## config.mk

```make
export PLATFORM = sky130hd
export DESIGN_NAME = cte_sqrt_cell
export DESIGN_NICKNAME = d
export VERILOG_FILES = /design/src/hw/rtl/cte_pkg.sv /design/src/hw/rtl/cte_sqrt_cell.sv
export SDC_FILE = /design/constraint.sdc
export NUM_CORES = 1
export LEC_CHECK = 0
export ABC_AREA = 1
export BUFFER_PORTS_ARGS = -buffer_cell sky130_fd_sc_hd__buf_4
export CAP_MARGIN = 25
export CORE_UTILIZATION = 30
export DETAILED_ROUTE_END_ITERATION = 6
export GPL_TIMING_DRIVEN = 0
export PLACE_DENSITY = 0.62
export REMOVE_ABC_BUFFERS = 1
export SLEW_MARGIN = 20
export SYNTH_ARGS = -nofsm -noshare
export SYNTH_HDL_FRONTEND = slang
export SYNTH_SLANG_ARGS = --single-unit
```

## constraint.sdc

```tcl
create_clock -name clk -period 0.9 [get_ports clk]
set_clock_uncertainty 0.1 [all_clocks]
set_input_delay 0.045 -clock clk [delete_from_list [all_inputs] [get_ports clk]]
set_output_delay 0.045 -clock clk [all_outputs]
set_load 0.005 [all_outputs]
```

## src/hw/rtl/cte_pkg.sv

```systemverilog
// Package for the cross-track error unit: widths and the structs that travel
// with each word through the root and divide cell chains. No dependencies.
`default_nettype none
package cte_pkg;
	localparam int CoordW   = 32;
	localparam int DiffW    = 33;
	localparam int ProdW    = 66;
	localparam int SumW     = 67;
	localparam int RadW     = 68;
	localparam int RootW    = 34;
	localparam int SqRemW   = 37;
	localparam int MagW     = 66;
	localparam int QuotW    = 32;
	localparam int SqSteps  = RadW / 2;
	localparam int DivSteps = QuotW;

	typedef struct packed {
		logic [MagW-1:0] mag;
		logic            neg;
		logic            adv;
		logic            deg;
		logic            live;
	} cte_sq_side_t;

	typedef struct packed {
		logic [QuotW-1:0] low;
		logic             neg;
		logic             adv;
		logic             deg;
		logic             live;
		logic             big;
	} cte_div_side_t;
endpackage
`default_nettype wire

```

## src/hw/rtl/cte_sqrt_cell.sv

```systemverilog
// One cell of the square root chain: settles one root bit from two radicand
// bits. Depends on cte_pkg.
`default_nettype none
module cte_sqrt_cell import cte_pkg::*; (
	input  wire logic              clk,
	input  wire logic              arst_n,
	input  wire logic              en,
	input  wire logic              in_v,
	input  wire logic [RadW-1:0]   in_rad,
	input  wire logic [SqRemW-1:0] in_rem,
	input  wire logic [RootW-1:0]  in_root,
	input  wire cte_sq_side_t      in_side,
	output logic                   out_v,
	output logic [RadW-1:0]        out_rad,
	output logic [SqRemW-1:0]      out_rem,
	output logic [RootW-1:0]       out_root,
	output cte_sq_side_t           out_side
);
	logic [SqRemW-1:0] cur, trial;
	logic              ge;

	always_comb begin
		cur   = {in_rem[SqRemW-3:0], in_rad[RadW-1:RadW-2]};
		trial = {1'b0, in_root, 2'b01};
		ge    = cur >= trial;
	end

	always_ff @(posedge clk or negedge arst_n) begin
		if (!arst_n) begin
			out_v <= 1'b0;
		end else if (en) begin
			out_v <= in_v;
		end
	end

	always_ff @(posedge clk) begin
		if (en) begin
			out_rad  <= {in_rad[RadW-3:0], 2'b00};
			out_rem  <= ge ? cur - trial : cur;
			out_root <= {in_root[RootW-2:0], ge};
			out_side <= in_side;
		end
	end
endmodule
`default_nettype wire

```

==> run metrics <==
Reg area 0.00624 mm²; Largest delay share family, worst path simple AND/OR/NAND/NOR gates; VDD IR max 1.22 mV; fillers between 2k and 3k; # placed instances ~1.7k; die height around 180 µm; Finished Layout Cells a little over 2k; Setup crit end kind register; Seq/Total Area, Yosys between 60% and 70%; GRT overflow 0; Clock Path Buffers 3; initial antenna violation count 6; fraction of layout cells with a size suffix above 1 ~45%; Sequential Power Share 39.4%; # H-tree levels 1; # IOs 423; area grow syn2layout 92.6%; Worst Hold Slack -0.240 ns; CP bufs+invs 4; post-place instance area about 0.013 mm²; DRC Markers 0; Synth async-reset ratio less than 1%; starting density of the core 30.6%; Arr. time, crit path 1.69 ns; Int Power approximately 22 mW; Synth Flop Type edfxtp_1; Period Utilization, post-route 169%; Final Slew Violations 0; total negative slack -81.21 ns; RD Place Congestion slightly below 0.9; total power around 31 mW; Adder-Cell Fraction of Synth Area 4.64%; Cell Area, Synth 0.00971 mm²; crit start category primary input; switching share of power 26.8%; Die X about 180 µm; multiplexer area fraction after synthesis less than 1%; dpl hpwl between 20,000 and 30,000 µm; # port buffers approximately 420; Sw Pwr ~8 mW; antenna-violating nets left 0; Total GRT Usage a little under a quarter; simple-gate share of the synthesized area 20.4%; count of cell types in the netlist 30; largest net degree at the start of global routing roughly 100; First DRT Iteration DRCs slightly above 600; Clk pwr share between 30% and 40%; CP Class primary input to register; commonest cells after routing, fill and taps aside 331 x buf_4, 242 x nand2_1, 208 x dlygate4sd3_1; Final Hold Vio Count 20; root buffer cell clkbuf_16; Compound-Gate Fraction of Synth Area 2.15%; row cnt 65; DR pass1 iterations 7; Syn. warnings 0; slowest CP cell ha_4; DIE AREA between 0.03 and 0.04 mm²; Critical Path, Cell by Cell buf_4, ha_4, nand2_4, nor2_4, nand3_2, nor3_2, nand2_1, nand2_2, nor2_4, buf_12, nand2_8, buf_12, inv_6, nand2_1, nand2_1; Cell Pwr Density ~1600 mW/mm²; CTS tree done; Yosys reg bits around 210; worst skew pair latency between 0.5 and 0.6 ns; Worst EP required around 1.1 ns; Synth Area in XOR/XNOR ~1.7%; fin nets about 1.9k; FMAX ~0.66 GHz; CTS sink count about 210; Total Wirelength approximately 42,000 µm; max-cap violation count 0; CTS buffer count 24; Clock Pin Slew Worst Setup and Hold Paths 0.06 ns; vias in the first global route 9,141; critical path's largest stage delay about 0.31 ns; DR WL/cell 20.2 µm; Comb power frac 25.3%; Mapped Cells 928; HP Class primary input to register; Worst path most repeated cell nand2_1; Setup WS post-layout -0.618 ns; vias per cell between 4 and 5; average cell area after synthesis 10.5 µm²; failing checks negative hold slack, negative setup slack; unrepaired setup endpoints after global routing true; Worst Path Max Fanout 4; minimum clock period after layout about 1.5 ns; Post-synth EDFFs approximately 210; multi-input combinational cell area 0.00408 mm²; largest family of logic cells by synthesized area simple AND/OR/NAND/NOR gates; Core Area between 0.03 and 0.04 mm²; Pleak 8.41 nW; first-pass GRT wire length 56,000 µm; Final Setup Violations between 200 and 250; Final Cell Area around 0.019 mm²; commonest non-fill, non-tap cell in the layout buf_4; DR vias roughly 9.4k; status finished, violations left
-- routing by layer --
metal	GRT usage, %	up-vias	share of wire (%)
li1	-	4461	-
met1	26.2	4434	39
met2	40.5	380	50
met3	4.97	85	6.6
met4	8.81	8	4.7
met5	0	-	0.11
-- path summary, 6_finish.rpt --
kind | slack [ns] | cells past startpoint | end | from
worst max-delay path | -0.62 | 15 | out_rem[10] | in_rem[9]
min in group asynchronous | 0.27 | 3 | out_v | arst_n
worst min-delay path | -0.24 | 3 | out_rem[0] | in_rad[66]
worst min register to register | 0.46 | 1 | out_v | out_v
worst max register to register | 0.03 | 1 | out_v | out_v
max in group asynchronous | 0.32 | 3 | out_v | arst_n
-- what timing repair did --
action,4_1_cts,5_1_grt
setup endpoints to repair,347,347
hold endpoints to repair,225,34
buffers inserted,22,31
gates cloned,3,10
pin swaps,30,50
hold buffers,193,15
resized for setup,212,223
-- flip-flops by register name, summed over array words and instances, names as in the netlist --
name      flops
out_side     70
out_rem      37
out_root     34
out_v         1
out_rad      66
-- kinds of logic (layout without fill, tap and decap cells) --
kind of cell	count (synthesis)	in the layout
and+or+nand+nor	471	477
muxes	1	1
DFF	208	208
AOI/OAI and AO/OA	39	39
buffers and inverters	153	875
adders and majority gates	36	36
xor gates and xnor gates	19	19
other	1	5
-- stage by stage --
| step | setup slack [ns] | util (%) |
|---|---|---|
| floorplan | -1.39 | - |
| global placement | -2.54 | 41.8 |
| detailed placement | -2.52 | 42.0 |
| CTS | -0.536 | 54.6 |
| global route | -0.697 | 58.9 |
| finish | -0.618 | 58.9 |
-- tightest hold or removal path, cell delays in order --
cell	delay, ns
buf_4	0.13
nand2_4	0.05
nand2_2	0.05
-- layout make-up --
cell class	count	area share [%]
repair buffers	683	33.9
flip-flops and latches	208	33.4
multi-input cells	574	21.8
clock buffers	26	3.25
inverters	143	3.11
well taps	402	2.69
clock inverters	18	1.40
repair inverters	5	0.462
diodes	3	0.0402
-- power by group through the flow --
| stage | Clock [mW] | Sequential, mW | Combinational, mW |
|---|---|---|---|
| after detailed placement | 0 | 12.2 | 5.01 |
| after floorplan | 0 | 12.3 | 1.76 |
| after global routing | 11.4 | 12.2 | 8.22 |
| after CTS | 11.1 | 12.0 | 6.65 |
| final | 10.9 | 12.1 | 7.76 |
| after global placement | 0 | 12.2 | 4.95 |
-- synthesized netlist by cell type (all sizes together), types with 2 or more instances --
cell      n  area [µm²]
ha       36         450
a21oi    26         130
buf      10         104
inv     143         537
nor2     68         283
o21a      2        15.0
nand3    40         255
o21bai    3        22.5
nor3     10        55.1
o21ai     7        35.0
nand3b   10        75.1
nand4     4        25.0
edfxtp  207        6220
xor2     18         158
nand2   338        1280
No activity file was read; power rests on OpenSTA's default activity.
