<file path="src/hw/rtl/cte_pkg.sv">
// Package for the cross-track error unit: widths and the structs that travel
// with each word through the root and divide cell chains. No dependencies.
`default_nettype none
package cte_pkg;
	localparam int CoordW   = 32;
	localparam int DiffW    = 33;
	localparam int ProdW    = 66;
	localparam int SumW     = 67;
	localparam int RadW     = 68;
	localparam int RootW    = 34;
	localparam int SqRemW   = 37;
	localparam int MagW     = 66;
	localparam int QuotW    = 32;
	localparam int SqSteps  = RadW / 2;
	localparam int DivSteps = QuotW;

	typedef struct packed {
		logic [MagW-1:0] mag;
		logic            neg;
		logic            adv;
		logic            deg;
		logic            live;
	} cte_sq_side_t;

	typedef struct packed {
		logic [QuotW-1:0] low;
		logic             neg;
		logic             adv;
		logic             deg;
		logic             live;
		logic             big;
	} cte_div_side_t;
endpackage
`default_nettype wire

</file>
<file path="src/hw/rtl/cte_div_cell.sv">
// One cell of the restoring divide chain: settles one quotient bit.
// Depends on cte_pkg.
`default_nettype none
module cte_div_cell import cte_pkg::*; (
	input  wire logic             clk,
	input  wire logic             arst_n,
	input  wire logic             en,
	input  wire logic             in_v,
	input  wire logic [RootW-1:0] in_rem,
	input  wire logic [RootW-1:0] in_s,
	input  wire logic [QuotW-1:0] in_q,
	input  wire cte_div_side_t    in_side,
	output logic                  out_v,
	output logic [RootW-1:0]      out_rem,
	output logic [RootW-1:0]      out_s,
	output logic [QuotW-1:0]      out_q,
	output cte_div_side_t         out_side
);
	logic [RootW:0] cur, diff;
	logic           ge;

	always_comb begin
		cur  = {in_rem, in_side.low[QuotW-1]};
		ge   = cur >= {1'b0, in_s};
		diff = cur - {1'b0, in_s};
	end

	always_ff @(posedge clk or negedge arst_n) begin
		if (!arst_n) begin
			out_v <= 1'b0;
		end else if (en) begin
			out_v <= in_v;
		end
	end

	always_ff @(posedge clk) begin
		if (en) begin
			out_rem       <= ge ? diff[RootW-1:0] : cur[RootW-1:0];
			out_s         <= in_s;
			out_q         <= {in_q[QuotW-2:0], ge};
			out_side.low  <= {in_side.low[QuotW-2:0], 1'b0};
			out_side.neg  <= in_side.neg;
			out_side.adv  <= in_side.adv;
			out_side.deg  <= in_side.deg;
			out_side.live <= in_side.live;
			out_side.big  <= in_side.big;
		end
	end
endmodule
`default_nettype wire

</file>
<file path="config.mk">
export PLATFORM = sky130hd
export DESIGN_NAME = cte_div_cell
export DESIGN_NICKNAME = d
export VERILOG_FILES = /design/src/hw/rtl/cte_pkg.sv /design/src/hw/rtl/cte_div_cell.sv
export SDC_FILE = /design/constraint.sdc
export NUM_CORES = 1
export LEC_CHECK = 0
export ABC_AREA = 0
export BUFFER_PORTS_ARGS = -buffer_cell sky130_fd_sc_hd__buf_2
export CORE_MARGIN = 3
export CORE_UTILIZATION = 40
export CTS_BUF_LIST = sky130_fd_sc_hd__clkbuf_8
export DETAILED_ROUTE_END_ITERATION = 7
export PLACE_DENSITY = 0.69
export SLEW_MARGIN = 40
export SYNTH_ARGS = -nofsm -noshare
export SYNTH_HDL_FRONTEND = slang
export SYNTH_SLANG_ARGS = --single-unit
export TNS_END_PERCENT = 10
</file>
<file path="constraint.sdc">
create_clock -name clk -period 1.9 [get_ports clk]
set_clock_uncertainty 0.1 [all_clocks]
set_input_delay 0.19 -clock clk [delete_from_list [all_inputs] [get_ports clk]]
set_output_delay 0.19 -clock clk [all_outputs]
set_load 0.01 [all_outputs]
</file>
==> flow_summary.ini <==
[flow_run]
maxCapViolCount = 0

[global_routing]
antenna_found_initial = 6
track_usage = 0.245
grt_pass1_vias = 6417
grt_max_degree = 49
gr-total-overflow = 0
grt_pass1_wl_mm = 33.9

[setup_path]
critPathRequiredTime_ps = 2020
max_stage_delay_ps = 360
path_buf_inv = 2
crit_fanout = 2
crit_path_start_kind = input pin
slowest_stage = fa_2
worst-setup-path-type = in2reg
crit_family = compound AO/OA/AOI/OAI gates
cp-end-kind = flop
worstPathArrival_ps = 2510
crit_chain = buf_2 -> ha_4 -> inv_2 -> fa_2 -> a21oi_2 -> o211ai_1 -> a211oi_2 -> o22ai_2 -> o2111ai_2 -> a41oi_2 -> or3_1 -> a31o_1

[cells_and_area]
fin_nets = 1235
layout-drive-gt1-share = 0.487
area_growth_pct = 74.4
final_util = 0.730

[floorplanning]
coreArea_sq_mm = 0.0155
chipWidth_um = 134
num_rows = 45
die_h_um = 134
ios = 279
initial_core_util = 0.419
die_area_sq_mm = 0.0178

[detailed_routing]
initialDrtViolationCount = 258
route.detailed.drc = 0
drtAntennaViolNets = 0
vias = 6197
routed_wl_mm = 22.4
dr.pass1.iters = 5
routed_via_density = 4.82
avgRoutedWirePerCell_um = 17.4

[hold_path]
worstHoldPathType = in2reg

[timing]
fmax_ghz = 0.419
rsz0062_at_grt = true
finalCriticalPeriod_ps = 2390
setup_viol_count_final = 35
finalHoldViolations = 0
fin_crit_sh = 1.26
totalNegativeSetupSlack_ps = -8990
slew_viol_final = 0
fin_ws_ps = -489

[run_status]
violations = negative setup slack
status = finished with violations

[logic_synthesis]
yosys_most_used_dff = edfxtp_1
synth_compound_area_frac = 0.126
synth_xor_area_frac = 0.0391
synth-edff-count = 136
yosys_warnings = 0
synth_mux_area_frac = 0.00866
synth_simple_gate_area_frac = 0.0820
synth.distinct_cells = 58
syn_inst = 519
synth_area_sq_mm = 0.00650
synth_seq_cells = 137
synth_fa_ha_area_frac = 0.0685
synth_top_family_by_area = compound AO/OA/AOI/OAI gates
ys_seq_area_frac = 0.632
syn_area_per_cell_sq_um = 12.5
async_flop_share = 0.00730
syn-num-nets = 695

[clocking]
cts_max_level = 4
cts_made_buffers = 17
clkLatencyLatePin_ps = 440
cts_tree = built
root_buffer = clkbuf_8
clockBufferDepth = 2
clk_pin_slew_ps = 100
clock_sinks = 137

[power]
ir_drop_v = 0.000509
p_per_area_mw_per_mm2 = 753
finalPower_w = 0.00854
leakagePower_nw = 5.00

[placed_design]
gp_congestion = 0.879
port_buffers = 276
dp_hpwl_mm = 14.8
per-stage QoR:
| stage | setup slack, ps | cells | area [sq um] | hold WS (ps) |
|---|---|---|---|---|
| after CTS | -524 | 1276 | 11000 | -197 |
| after floorplan | -799 | 519 | 6630 | -206 |
| final | -489 | 1286 | 11300 | 29.3 |
| after detailed placement | -1170 | 1108 | 9110 | -132 |
| after global routing | -558 | 1285 | 11300 | 30.1 |
| after global placement | -1060 | 1108 | 9110 | -134 |
state kept, by name (all words and copies together) (netlist names):
signal / count
out_q: 32
out_side: 36
out_v: 1
out_rem: 34
out_s: 34
cells in the final DEF, fill, tap and decap left out, drive strengths merged, types with 5 or more instances in the layout:
master       count
xnor2           16
nand3            7
ha              34
o211ai           5
dlygate4sd3    135
mux2             5
o21ai           48
a21o            11
nor3             6
a21oi           34
nand4            9
inv             51
edfxtp         136
nand2           52
clkbuf          17
xor2            13
buf            408
nor2            22
worst min-delay path: stages:
cell and delay [ps]:
buf_2 90, buf_4 90, nand2_1 40, o21ai_0 70
cells by family after synthesis:
logic type	count (synthesis)
AOI/OAI and AO/OA	131
xor gates and xnor gates	29
adders and majority gates	35
buffers and inverters	64
DFF	137
muxes	5
other	1
and+or+nand+nor	117
final timing paths:
path / from / endpoint / slack, ps / cells after the start
setup / recovery: in_s[0] / out_rem[32] / -490 / 12
hold / removal: in_rem[29] / out_rem[30] / 30 / 4
setup reg to reg: out_v / out_v / 1020 / 1
hold reg to reg: out_v / out_v / 450 / 1
max in group asynchronous: arst_n / out_v / 1090 / 3
min in group asynchronous: arst_n / out_v / 500 / 3
final cells by class:
class | instances | area (sq um)
Fill cell | 1094 | 4200
Sequential cell | 137 | 4110
Timing Repair Buffer | 543 | 3880
Multi-Input combinational cell | 318 | 2510
Tap cell | 211 | 264
Clock buffer | 17 | 234
Inverter | 42 | 175
Clock inverter | 15 | 154
Antenna cell | 3 | 7.51
cell usage after synthesis, types with 2 or more instances:
cell	n	area share
a221oi_1	2	0.0027
o211ai_1	4	0.0046
nor2b_1	2	0.0019
ha_1	34	0.065
nand2_1	52	0.030
nor2_1	22	0.013
xnor2_1	16	0.022
a31oi_1	3	0.0029
o21a_1	3	0.0035
nand2b_1	4	0.0038
and3_1	3	0.0029
clkbuf_1	9	0.0052
edfxtp_1	136	0.63
buf_2	4	0.0031
a211oi_1	3	0.0035
nand3_1	7	0.0054
xor2_1	13	0.018
or3_1	3	0.0029
mux2_2	4	0.0069
inv_1	41	0.024
o21ai_1	4	0.0031
buf_4	4	0.0046
a21oi_2	2	0.0027
nand4_1	9	0.0087
nor3_1	6	0.0046
a21oi_1	32	0.025
o31ai_1	4	0.0046
clkbuf_2	3	0.0023
and2_1	4	0.0038
a21o_1	11	0.013
nor4_1	2	0.0019
o21ai_0	44	0.034
o21bai_1	4	0.0046
power breakdown:
group | internal, W | switching (W)
Sequential | 0.00368 | 0.0000807
Combinational | 0.00122 | 0.00114
Clock | 0.00109 | 0.00133
Total | 0.00599 | 0.00255
repair_timing:
action,CTS,global route
cloned,1,0
resized for setup,60,63
hold buffers,134,1
setup buffers,1,6
endpoints found under the hold margin,135,1
endpoints found under the setup margin,35,35
pin swaps,17,36
routing by layer:
layer | up-vias | GRT usage | part of all wire
li1 | 3001 | - | -
met1 | 2905 | 0.274 | 0.37
met2 | 232 | 0.435 | 0.52
met3 | 51 | 0.0812 | 0.077
met5 | - | 0 | 0.0024
met4 | 8 | 0.0897 | 0.030
No activity file was read; power rests on OpenSTA's default activity.
